--- config.mk ---
export PLATFORM = sky130hd
export DESIGN_NAME = tvts_divider
export DESIGN_NICKNAME = d
export VERILOG_FILES = /design/src/design/two_voice_tone_sequencer_unit_assert.svh /design/src/design/tvts_pkg.sv /design/src/design/tvts_divider.sv
export SDC_FILE = /design/constraint.sdc
export NUM_CORES = 1
export LEC_CHECK = 0
export ABC_AREA = 1
export BUFFER_PORTS_ARGS = -buffer_cell sky130_fd_sc_hd__buf_2
export CORE_MARGIN = 10
export CORE_UTILIZATION = 35
export CTS_CLUSTER_SIZE = 10
export DETAILED_ROUTE_END_ITERATION = 10
export MAX_ROUTING_LAYER = met4
export SLEW_MARGIN = 20
export SYNTH_ARGS = -nofsm -noshare
export SYNTH_HDL_FRONTEND = slang
export SYNTH_SLANG_ARGS = --single-unit
--- constraint.sdc ---
create_clock -name clk -period 4.85 [get_ports clk]
set_input_delay 0.485 -clock clk [delete_from_list [all_inputs] [get_ports clk]]
set_output_delay 0.485 -clock clk [all_outputs]
set_load 0.005 [all_outputs]
--- src/design/two_voice_tone_sequencer_unit_assert.svh ---
// assertion macros for the sequencer unit
`ifndef TWO_VOICE_TONE_SEQUENCER_UNIT_ASSERT_SVH
`define TWO_VOICE_TONE_SEQUENCER_UNIT_ASSERT_SVH

// implication checked on every rising clock edge outside reset
`define TVTS_ASSERT_IMP(label, ante, cons) \
    label: assert property (@(posedge clk) disable iff (!rst_n) (ante) |-> (cons)) \
        else $error("tvts check failed");

// next-cycle implication
`define TVTS_ASSERT_NEXT(label, ante, cons) \
    label: assert property (@(posedge clk) disable iff (!rst_n) (ante) |=> (cons)) \
        else $error("tvts check failed");

`endif

--- src/design/tvts_pkg.sv ---
`default_nettype none
package tvts_pkg;
    localparam logic [1:0] MODE_TICK  = 2'd0;
    localparam logic [1:0] MODE_WRITE = 2'd1;
    localparam logic [1:0] MODE_START = 2'd2;
    localparam logic [1:0] MODE_STOP  = 2'd3;

    localparam logic [2:0] REG_BPM    = 3'd0;
    localparam logic [2:0] REG_VOLUME = 3'd1;
    localparam logic [2:0] REG_CLK_A  = 3'd2;
    localparam logic [2:0] REG_CLK_B  = 3'd3;
    localparam logic [2:0] REG_LENGTH = 3'd4;

    // note steps per voice; step_index and step positions are sized for this
    localparam int MAX_STEPS = 256;

    localparam int ELAPSED_W = 22;
    localparam logic [ELAPSED_W-1:0] ELAPSED_MAX = {ELAPSED_W{1'b1}};
    localparam logic [15:0] BPM_DEFAULT = 16'd120;
    localparam logic [3:0] VOLUME_MAX = 4'd10;
    localparam logic [35:0] MS_SCALE = 36'd240000;
    localparam int DIV_W = 36;

    // request and answer of the shared serial divider
    typedef struct packed {
        logic            start;
        logic [DIV_W-1:0] dividend;
        logic [DIV_W-1:0] divisor;
    } div_req_t;

    typedef struct packed {
        logic             done;
        logic [DIV_W-1:0] quotient;
    } div_rsp_t;
endpackage
`default_nettype wire

--- src/design/tvts_divider.sv ---
`default_nettype none
// restoring divider, one quotient bit per cycle
module tvts_divider
    import tvts_pkg::*;
(
    input  wire logic     clk,
    input  wire logic     rst_n,
    input  wire div_req_t req,
    output div_rsp_t      rsp
);
    logic [DIV_W-1:0] quot_reg, quot_next;
    logic [DIV_W-1:0] rem_reg, rem_next;
    logic [DIV_W-1:0] dsr_reg, dsr_next;
    logic [5:0]       cnt_reg, cnt_next;
    logic             busy_reg, busy_next;
    logic             done_reg, done_next;
    logic [DIV_W:0]   trial;

    always_comb
    begin
        quot_next = quot_reg;
        rem_next  = rem_reg;
        dsr_next  = dsr_reg;
        cnt_next  = cnt_reg;
        busy_next = busy_reg;
        done_next = 1'b0;
        trial     = {rem_reg, quot_reg[DIV_W-1]} - {1'b0, dsr_reg};
        if (req.start)
        begin
            quot_next = req.dividend;
            rem_next  = '0;
            dsr_next  = req.divisor;
            cnt_next  = 6'(DIV_W);
            busy_next = 1'b1;
        end
        else if (busy_reg)
        begin
            if (trial[DIV_W])
                rem_next = {rem_reg[DIV_W-2:0], quot_reg[DIV_W-1]};
            else
                rem_next = trial[DIV_W-1:0];
            quot_next = {quot_reg[DIV_W-2:0], ~trial[DIV_W]};
            cnt_next  = cnt_reg - 6'd1;
            if (cnt_reg == 6'd1)
            begin
                busy_next = 1'b0;
                done_next = 1'b1;
            end
        end
    end

    always_ff @(posedge clk or negedge rst_n)
    begin
        if (!rst_n)
        begin
            busy_reg <= 1'b0;
            done_reg <= 1'b0;
            cnt_reg  <= '0;
        end
        else
        begin
            busy_reg <= busy_next;
            done_reg <= done_next;
            cnt_reg  <= cnt_next;
        end
    end

    always_ff @(posedge clk)
    begin
        quot_reg <= quot_next;
        rem_reg  <= rem_next;
        dsr_reg  <= dsr_next;
    end

    assign rsp.done     = done_reg;
    assign rsp.quotient = quot_reg;
endmodule
`default_nettype wire

### Yosys cells after proc, flatten, opt, wreduce, memory -nomap -nowiden

Cells that the tools add are included.

| cells by class | value |
|---|---|
| $add $sub $neg | 2 |
| $mul | 0 |
| div/mod/pow operators | 0 |
| order comparisons | 0 |
| equal/unequal tests | 1 |
| shift-type cells | 0 |
| mux-type cells | 11 |
| bitwise logic cells | 1 |
| reductions and logical operators | 1 |

Operators by type and width:

| operator | number |
|---|---|
| two-way mux 36 bit | 3 |
| subtractor 37 x 36 -> 37 bit | 1 |
| two-way mux 6 bit | 2 |
| == test 6 x 1 -> 1 bit (second input constant) | 1 |
| two-way mux 1 bit | 6 |
| subtractor 6 x 1 -> 6 bit (second input constant) | 1 |
| nonzero test 2 bit | 1 |
| inverter 1 bit | 1 |

| storage, ports and cells | value |
|---|---|
| register bits after elaboration | 116 |
| bits in latches | 0 |
| RAM bits | 0 |
| memory bits (read-only) | 0 |
| input port bits | 75 |
| output and inout bits | 37 |
| word-level logic and storage cells | 22 |
| memories kept | 0 |

### Longest topological paths before layout

Gate-level depths: netlist of run 1.

| depth | value |
|---|---|
| word-level depth | 4 |
| gate-level depth with buffers | 18 |
| gate-level depth less buffers | 18 |

### Worst setup path before layout of run 1

No wires, ideal clock.

| timing path | value |
|---|---|
| kind | register to register |
| start point | register quot_reg[35] |
| end point | register quot_reg[0], data pin |
| setup time | 0.266 ns |
| arrival | 1.916 ns |
| data required time | 4.584 ns |
| setup slack | 2.668 ns |
| cell stages (with the launch flop) | 15 |
| path buffers | 1 |
| period minus slack after synthesis | 2.182 ns |
| cells stage by stage | edfxtp_1 inv_1 ha_1 fa_1 inv_1 nand3_1 nand3_1 nand2_1 nand3_2 nand2_4 nand2_4 nand2_4 nand2_8 buf_6 o21ai_1 |

| on the way | value |
|---|---|
| cells in the longest elaborated chain, start to end | 4 |

Ends and longest elaborated chain:

| element | RTL line | source |
|---|---|---|
| start, declared | tvts_divider.sv:11 | `logic [DIV_W-1:0] quot_reg, quot_next;` |
| start signal, assigned | tvts_divider.sv:70 | `quot_reg <= quot_next;` |
| subtractor 37 x 36 -> 37 bit | tvts_divider.sv:27 | `trial = {rem_reg, quot_reg[DIV_W-1]} - {1'b0, dsr_reg};` |
| inverter 1 bit | tvts_divider.sv:42 | `quot_next = {quot_reg[DIV_W-2:0], ~trial[DIV_W]};` |
| two-way mux 36 bit | tvts_divider.sv:36 | `else if (busy_reg)` |
| two-way mux 36 bit | tvts_divider.sv:28 | `if (req.start)` |
| net quot_next[0] | tvts_divider.sv:11 |  |

The timed path passes the listed nets, and every way through them passes these cells. The select of a mux whose other input is x is not followed.
A chain may end at the register's enable or synchronous reset.

### Worst setup path in the final report of run 1

| timing path | value |
|---|---|
| start point | register quot_reg[35] |
| end point | register rem_reg[20] |

| on the way | value |
|---|---|
| cells in the longest elaborated chain, start to end | 2 |

Ends and longest elaborated chain:

| element | RTL line | source |
|---|---|---|
| subtractor 37 x 36 -> 37 bit | tvts_divider.sv:27 |  |
| two-way mux 36 bit | tvts_divider.sv:38 | `if (trial[DIV_W])` |
| end signal, assigned | tvts_divider.sv:71 | `rem_reg <= rem_next;` |
| end, declared | tvts_divider.sv:12 | `logic [DIV_W-1:0] rem_reg, rem_next;` |

Every way passes these cells.

==> results of run 1 <==
## power by group through the flow
stage          clock [mW]  sequential (mW)  combinational [mW]
2_1_floorplan           0             1.22               0.394
3_3_place_gp            0             1.22               0.555
3_5_place_dp            0             1.22               0.561
4_1_cts              1.36             1.21               0.564
5_1_grt              1.40             1.22               0.644
6_report             1.32             1.21               0.558
## worst max-delay path by stage
stage	slack, ns	end	cells after the start
final	2.33	rem_reg[20]	15
after global routing	2.12	rem_reg[17]	15
after CTS	2.30	rem_reg[20]	15
after detailed placement	2.31	rem_reg[20]	15
after global placement	2.41	rem_reg[3]	15
after floorplan	2.67	quot_reg[0]	14
## layer usage
| layer | wire length [µm] | global-route usage [%] |
|---|---|---|
| met1 | 10200 | 19.0 |
| met2 | 9170 | 23.1 |
| met3 | 786 | 3.42 |
| met4 | 198 | 3.60 |
| met5 | 0 | - |
## worst max-delay path: cells and delay by family, from the launching register on
kind,cells,cell delay (ns)
simple gates,11,1.27
fa+ha+maj,2,0.63
buf+inv,2,0.16
flops,1,0.34
## cell families (layout without fill, tap and decap cells)
| logic type | Yosys count | in the layout | share of synthesized area [%] |
|---|---|---|---|
| flops | 116 | 116 | 40.1 |
| fa+ha+maj | 39 | 39 | 6.44 |
| simple gates | 641 | 641 | 34.8 |
| xor+xnor | 19 | 19 | 2.16 |
| buf+inv | 235 | 360 | 12.3 |
| compound gates | 62 | 62 | 4.26 |
## synth_stat cells (3+ instances only)
cell type,number
nand2_1,455
inv_1,212
nand3_1,74
edfxtp_1,72
nor2_1,63
ha_1,38
dfxtp_1,36
a21oi_1,34
nand2_2,20
o21ai_0,17
xnor2_1,15
clkbuf_1,14
nand4_1,10
dfrtp_1,8
nand2_4,5
buf_6,4
nor2_2,4
o21ai_1,4
xor2_1,4
nand3_2,3
nor3_1,3
o21bai_1,3
## metrics by stage
stage / hold WS, ns / setup slack [ns] / cell area [µm²] / utilization (%)
4_1_cts: 0.200 / 2.30 / 9110 / 42.0
2_1_floorplan: 0.189 / 2.67 / 7690 / -
3_3_place_gp: 0.342 / 2.41 / 8490 / 39.1
6_report: 0.226 / 2.33 / 9110 / 42.0
3_5_place_dp: 0.341 / 2.31 / 8490 / 39.1
5_1_grt: 0.208 / 2.12 / 9110 / 42.0
## layout by cell type, fill, tap and decap left out, drive strengths merged
| master | n |
|---|---|
| inv | 223 |
| nand3b | 1 |
| nand4 | 10 |
| nand2 | 481 |
| nor3 | 3 |
| buf | 115 |
| xnor2 | 15 |
| xor2 | 4 |
| a21oi | 36 |
| o21ai | 21 |
| dfrtp | 8 |
| clkbuf | 17 |
| clkinv | 1 |
| clkinvlp | 1 |
| edfxtp | 72 |
| a31oi | 1 |
| o22ai | 1 |
| fa | 1 |
| nor2 | 68 |
| ha | 38 |
| dlygate4sd3 | 1 |
| o21bai | 3 |
| bufinv | 2 |
| nand3 | 77 |
| nor4 | 1 |
| dfxtp | 36 |
## cell type report
cell class              count  area (µm²)  share of cell area (%)
clock buffers              17         425                    4.67
repair buffers            116         598                    6.57
well taps                 280         350                    3.85
clock inverters            15         180                    1.98
inverters                 212         796                    8.74
flip-flops and latches    116        3080                    33.9
multi-input cells         761        3670                    40.3
## what timing repair did
item / CTS / global route
setup endpoints to repair: 0 / 0
hold buffers: 1 / 0
hold endpoints to repair: 8 / 0
==> run metrics, run 1 <==
number of buffers created by CTS=17; hold path depth=1; Hold Vio Cnt, Final=0; R2R setup slack=2.33 ns; Die W=168 µm; Setup Viol. Count Final=0; Max Fclk=0.397 GHz; Net Sw Power=0.947 mW; Tcrit/Tclk final=51.9%; PD cells=339 nW/µm²; Synth Warn #=0; worst r2r src=quot_reg[35]; Logic pwr share=18.1%; Nets=1338; total congestion overflow=0; max-slew violation count=0; share of the synthesized area in the top cell type=28.1%; sequential area share after synthesis=40.1%; clock share of power=42.8%; clock slew at reported path FFs=0.07 ns; Iter 0 DRT Violations=293; CP Data Arrival Time=2.83 ns; critical path's largest stage delay=0.41 ns; Worst Max-Slew Pin Slew=0.912 ns; CTS resizes=0; post-synth top area cell=edfxtp_1; Max-Cap Viols=0; first-pass GRT wire length=33.6 mm; ranking of synthesized cells by area=edfxtp_1 (28%), nand2_1 (22%), inv_1 (10%); Final Wtd Congestion=0.969; Crit Path Class=reg2reg; layout cells sized above 1=15.0%; status=finished, final reports clean; Critical-path top delay cell=fa_1; fillcell total=2318; total power=3.08 mW; Synth cell types=34; Total Wirelength=20.4 mm; hold path start=req[11]; largest net degree at the start of global routing=67; Critical Path Start Type=flip-flop; Syn Area/Cell=6.92 µm²; Worst Setup End Kind=flip-flop; full die area=28300 µm²; CTS tree=built; CP required=5.16 ns; Critical Path Most Common Cell=nand2_4; hold worst-path end=dsr_reg[11]; total negative slack=0 ns; Detailed Routing Iterations Pass 1=5; worst-case reg-to-reg path depth=15; DP Cell Count=1484; clock buffer depth=2; #FFs+latches synth=116; worst setup path start=quot_reg[35]; unrepaired setup endpoints after global routing=no; # IOs=112; Root Driver=clkbuf_16; H-Tree Depth=4; worst min path class=in2reg; final std cells w/o fill=1517; EDFF count, synth=72; switching share of power=30.7%; worst-path fanout max=33; area delta synth->final=18.4%; # diodes=0; antenna viol nets, final=0; worst skew pair latency=0.43 ns; ys flop type=edfxtp_1; initial core utilization=35.5%; initial antenna violation count=0; core area=21700 µm²; Synth Instances=1112; WL/cell=13.4 µm; Cell Area, Synth=7690 µm²; die height=168 µm; CTS Sinks=116; crit path cell chain=inv_1, ha_1, fa_1, inv_1, nand3_1, nand3_1, nand2_1, nand3_2, nand2_4, nand2_4, nand2_4, nand2_4, nand2_1, nand3_1, nand2_1; Internal=2.14 mW; worst r2r dst=rem_reg[20]; Synthesized Nets=1226; drt drc=0; clk_skew=0.0143 ns; VDD IR-drop max=0.000190 V; dpl hpwl=15.6 mm; Post-synth ARST share=6.90%; slew margin rel.=39.1%; Tmin final=2.52 ns; Pleak=5.10 nW; sequential share of power=39.1%; Avg Vias per Cell=4.55; IO buf count=111; total track usage=14.8%; Setup Fix Bufs, Post-CTS=0; Rows=54; Vias=6902; number of global-route vias before repair=6956
(Power assumes the default switching activity.)
==> run 2, diff against run 1 <==
==> constraint.sdc (replaced) <==
create_clock -name clk -period 2 [get_ports clk]
set_input_delay 0.2 -clock clk [delete_from_list [all_inputs] [get_ports clk]]
set_output_delay 0.2 -clock clk [all_outputs]
set_load 0.005 [all_outputs]
==> run metrics, run 2 (same netlist as run 1, synthesis figures left out) <==
status=complete, but fails checks; failing checks=negative setup slack; dpl hpwl=18.1 mm; slew margin rel.=65.9%; critical path's largest stage delay=0.40 ns; Internal=5.88 mW; CTS Sinks=116; Tmin final=2.24 ns; Hold Slack=0.0372 ns; # diodes=0; H-Tree Depth=4; Nets=1580; clock share of power=38.6%; area delta synth->final=55.2%; Placement Cell Area=9930 µm²; initial core utilization=35.5%; PD cells=700 nW/µm²; Worst Max-Slew Pin Slew=0.512 ns; Buffers & Inverters on Critical Path=2; Rows=54; Root Driver=clkbuf_16; Detailed Routing Iterations Pass 1=5; worst min path class=in2reg; CP Data Arrival Time=2.55 ns; cell area after layout=11900 µm²; Die W=168 µm; die height=168 µm; WL/cell=14.4 µm; Max Fclk=0.446 GHz; Largest delay share family, worst path=simple AND/OR/NAND/NOR gates; worst setup path start=dsr_reg[0]; Total Wirelength=25.4 mm; crit path cell chain=ha_4, fa_2, inv_2, nand3_2, nand3_4, nand2_4, nand3_4, nand2_4, nand2_4, nand2_4, nand2_8, buf_12, nand2_1, nand3_1, nand2_1; worst r2r src=dsr_reg[0]; largest net degree at the start of global routing=39; Hold Vio Cnt, Final=0; DP Cell Count=1660; hold path start=req[68]; number of global-route vias before repair=8205; most common cell after layout, fill and taps aside=nand2_1; Max-Cap Viols=0; IO buf count=111; Critical-path top delay cell=edfxtp_1; initial antenna violation count=0; VDD IR-drop max=0.000547 V; commonest non-fill, non-tap cells in the layout=nand2_1 (408), inv_1 (198), buf_4 (193); full die area=28300 µm²; core area=21700 µm²; clock buffer depth=2; fillcell total=2050; Logic pwr share=26.2%; Tcrit/Tclk final=112%; fin worst setup slack=-0.243 ns; max-slew violation count=0; Critical Path Most Common Cell=nand2_4; total congestion overflow=0; antenna viol nets, final=0; number of buffers created by CTS=17; first-pass GRT wire length=40.2 mm; Iter 0 DRT Violations=444; final std cells w/o fill=1759; clk_skew=0.0104 ns; drt drc=0; Setup Viol. Count Final=37; Critical Path Start Type=flip-flop; # IOs=112; Pleak=6.49 nW; unrepaired setup endpoints after global routing=yes; CTS tree=built; switching share of power=29.6%; CP required=2.31 ns; Vias=7956; clock slew at reported path FFs=0.06 ns; layout cells sized above 1=35.7%; worst skew pair latency=0.43 ns; Net Sw Power=2.47 mW; worst-path fanout max=7; total track usage=17.9%; Avg Vias per Cell=4.52; total negative slack=-7.29 ns; sequential share of power=35.1%; Final Wtd Congestion=1.00; Worst Setup End Kind=flip-flop; Crit Path Class=reg2reg
## run 2: changes by cell type in the layout (fill, tap and decap cells not counted), sizes merged
cell | before | now
dlygate4sd3 | 1 | 37
clkinvlp | 1 | 6
bufinv | 2 | 3
clkbuf | 17 | 24
buf | 115 | 318
inv | 223 | 213
## run 2: power by group through the flow
stage | combinational, mW | sequential, mW | clock, mW
floorplan | 0.968 | 2.95 | 0
global placement | 1.77 | 2.97 | 0
detailed placement | 1.78 | 2.97 | 0
CTS | 2.02 | 2.93 | 3.29
global route | 2.43 | 2.97 | 3.39
finish | 2.19 | 2.94 | 3.23
## run 2: stage by stage
| stage | setup WS (ns) | power (mW) | utilization [%] |
|---|---|---|---|
| floorplan | -0.0459 | 3.92 | - |
| global placement | -0.248 | 4.73 | 45.8 |
| detailed placement | -0.286 | 4.75 | 45.8 |
| CTS | -0.188 | 8.23 | 52.9 |
| global route | -0.372 | 8.78 | 55.0 |
| finish | -0.243 | 8.36 | 55.0 |
## run 2: final timing paths
path	end	slack (ns)	depth (start not counted)
setup / recovery	rem_reg[24]	-0.24	15
hold reg to reg	cnt_reg[5]	0.51	1
setup reg to reg	rem_reg[24]	-0.24	15
hold / removal	quot_reg[32]	0.04	3
max in group asynchronous	cnt_reg[0]	1.66	2
min in group asynchronous	done_reg	0.16	2
## run 2: routing by layer
metal	part of all wire (%)	track usage (%)	up-vias
li1	-	-	4113
met1	48	22.4	3577
met2	45	28.1	228
met3	5.3	3.61	38
met4	2.3	6.32	0
met5	0	-	-
## run 2: what timing repair did
action / 4_1_cts / 5_1_grt
endpoints found under the hold margin: 44 / 0
pin swaps: 14 / 30
gates resized for setup: 78 / 88
hold buffers: 37 / 0
buffers inserted: 18 / 9
endpoints found under the setup margin: 37 / 37
cloned: 2 / 3
## run 2: tightest hold or removal path, cell delays in order
cell and delay (ns):
buf_2 0.07, nand2_1 0.04, nand2_1 0.05
## run 2: area by class of cell
cell class,instances,area (µm²),share of cell area [%]
clock buffers,21,460,3.86
clock inverters,11,153,1.28
inverters,212,796,6.67
multi-input cells,761,4390,36.8
flip-flops and latches,116,3080,25.8
well taps,280,350,2.94
repair buffers,358,2700,22.6
==> run 3, diff against run 2 <==
--- a/config.mk
+++ b/config.mk
@@ -7,11 +7,13 @@
 export LEC_CHECK = 0
 export ABC_AREA = 1
 export BUFFER_PORTS_ARGS = -buffer_cell sky130_fd_sc_hd__buf_2
+export CORE_ASPECT_RATIO = 1.25
 export CORE_MARGIN = 10
-export CORE_UTILIZATION = 35
+export CORE_UTILIZATION = 58
 export CTS_CLUSTER_SIZE = 10
 export DETAILED_ROUTE_END_ITERATION = 10
 export MAX_ROUTING_LAYER = met4
+export PLACE_DENSITY = 0.81
 export SLEW_MARGIN = 20
 export SYNTH_ARGS = -nofsm -noshare
 export SYNTH_HDL_FRONTEND = slang
==> constraint.sdc (replaced) <==
create_clock -name clk -period 2.3 [get_ports clk]
set_input_delay 0.23 -clock clk [delete_from_list [all_inputs] [get_ports clk]]
set_output_delay 0.23 -clock clk [all_outputs]
set_load 0.005 [all_outputs]
==> run metrics, run 3 (same netlist as run 1, synthesis figures left out) <==
Iter 0 DRT Violations=624; number of buffers created by CTS=17; GR peak layer=met2; sequential share of power=36.4%; Register Area=3080 µm²; Final Wtd Congestion=1.03; worst min path class=in2reg; clock buffer depth=2; Hold Vio Cnt, Final=0; Max-Cap Viols=0; area delta synth->final=34.8%; initial antenna violation count=0; die height=149 µm; first-pass GRT wire length=35.0 mm; Pleak=5.48 nW; number of global-route vias before repair=7421; Internal=4.90 mW; fin worst setup slack=-0.0475 ns; layout cells sized above 1=24.9%; VDD IR-drop max=0.000632 V; Crit Path Class=reg2reg; H-Tree Depth=4; WL/cell=16.4 µm; drt drc=0; largest net degree at the start of global routing=49; most common cell after layout, fill and taps aside=nand2_1; fillcell total=864; Net Sw Power=2.13 mW; Vias=7872; unrepaired setup endpoints after global routing=yes; total congestion overflow=0; Total Wirelength=24.2 mm; clk_skew=0.0141 ns; failing checks=negative setup slack; Nets=1410; GR Util met3=5.49%; final std cells w/o fill=1481; Worst Max-Slew Pin Slew=1.06 ns; slew margin rel.=28.8%; PD cells=679 nW/µm²; DP Cell Count=1395; Avg Vias per Cell=5.32; antenna viol nets, final=0; Root Driver=clkbuf_16; Setup Viol. Count Final=25; M1 GR Usage=27.4%; Tcrit/Tclk final=102%; full die area=18300 µm²; Rows=47; critical path's largest stage delay=0.36 ns; CP required=2.62 ns; clock slew at reported path FFs=0.06 ns; IO buf count=111; worst skew pair latency=0.44 ns; commonest non-fill, non-tap cells in the layout=nand2_1 (414), inv_1 (208), buf_2 (111); Critical Path Most Common Cell=nand2_1; M2 GR Usage=41.6%; core area=13100 µm²; crit path cell chain=inv_1, ha_4, nand2_1, nand2_1, nand2_1, nand2_1, a21oi_2, nand3_4, nand2_8, nand3_4, buf_12, nand2_8, nand2_2, nand3_1, nand2_1; Critical Path Start Type=flip-flop; switching share of power=30.3%; CTS Sinks=116; worst-path fanout max=9; clock share of power=40.9%; initial core utilization=58.6%; Worst Setup End Kind=flip-flop; max-slew violation count=0; CP Data Arrival Time=2.67 ns; CTS tree=built; Tmin final=2.35 ns; Logic pwr share=22.7%; dpl hpwl=15.1 mm; total negative slack=-0.397 ns; # IOs=112; Critical-path top delay cell=edfxtp_1; total track usage=24.8%; multi-input combinational cell area=4360 µm²; Die W=123 µm; Detailed Routing Iterations Pass 1=7; Max Fclk=0.426 GHz; status=complete, but fails checks
[run 3: cell count changes in the layout (fill, tap and decap cells not counted), moves of 8 or more]
cell and delta:
nor2_1 +8, inv_1 +10, buf_4 -164, inv_2 -11, nor2_2 -8
[run 3: metal layers]
layer	up-vias	part of all wire, %	routed length (µm)
met5	-	0	0
met4	0	5.6	1360
met3	107	7.6	1850
met2	380	49	11900
met1	3584	38	9140
li1	3801	-	-
[run 3: what timing repair did]
action                                  in CTS  in global routing
pin swaps                                    1                 39
hold buffers                                36                  0
resized for setup                            5                126
endpoints found under the hold margin       43                  0
endpoints found under the setup margin      37                 37
setup buffers                                0                  8
cloned                                       2                  7
[run 3: metrics by stage]
step | power (mW) | worst slack [ns] | area (µm²) | hold slack, ns | utilization [%]
after floorplan | 3.40 | 0.118 | 7690 | -0.0656 | -
after global placement | 3.76 | 0.0331 | 8520 | 0.0798 | 65.0
after detailed placement | 3.80 | -0.0714 | 8520 | 0.0824 | 65.0
after CTS | 6.74 | -0.0124 | 9560 | 0.00247 | 72.9
after global routing | 7.30 | -0.109 | 10400 | 0.000521 | 79.0
final | 7.04 | -0.0475 | 10400 | 0.00864 | 79.0
[run 3: path summary, 6_finish.rpt]
check,startpoint,endpoint,slack [ns],depth (start not counted)
max,dsr_reg[13],rem_reg[11],-0.05,15
min reg2reg,rem_reg[10],rem_reg[10],0.47,2
min,req[25],dsr_reg[25],0.009,1
max in group asynchronous,rst_n,cnt_reg[5],1.95,2
max reg2reg,dsr_reg[13],rem_reg[11],-0.05,15
min in group asynchronous,rst_n,cnt_reg[2],0.17,2
[run 3: area by class of cell]
type                       instances  area share (%)
multi-input combinational        766            42.1
timing repair buffer             183            12.4
antenna                            1          0.0241
sequential                       116            29.7
clock inverter                    14            1.93
inverter                         212            7.68
tap                              171            2.06
clock buffer                      18            4.14
[run 3: power groups by stage]
| stage | combinational [mW] | sequential, mW | clock [mW] |
|---|---|---|---|
| after global routing | 1.76 | 2.59 | 2.96 |
| after floorplan | 0.831 | 2.57 | 0 |
| after global placement | 1.18 | 2.58 | 0 |
| final | 1.60 | 2.56 | 2.88 |
| after detailed placement | 1.22 | 2.58 | 0 |
| after CTS | 1.31 | 2.55 | 2.89 |
[run 3: worst max-delay path, delay by kind of cell, from the launching register on]
kind,cells,cell delay (ns)
buf+inv,2,0.31
fa+ha+maj,1,0.23
flops,1,0.36
simple gates,11,1.09
compound gates,1,0.24
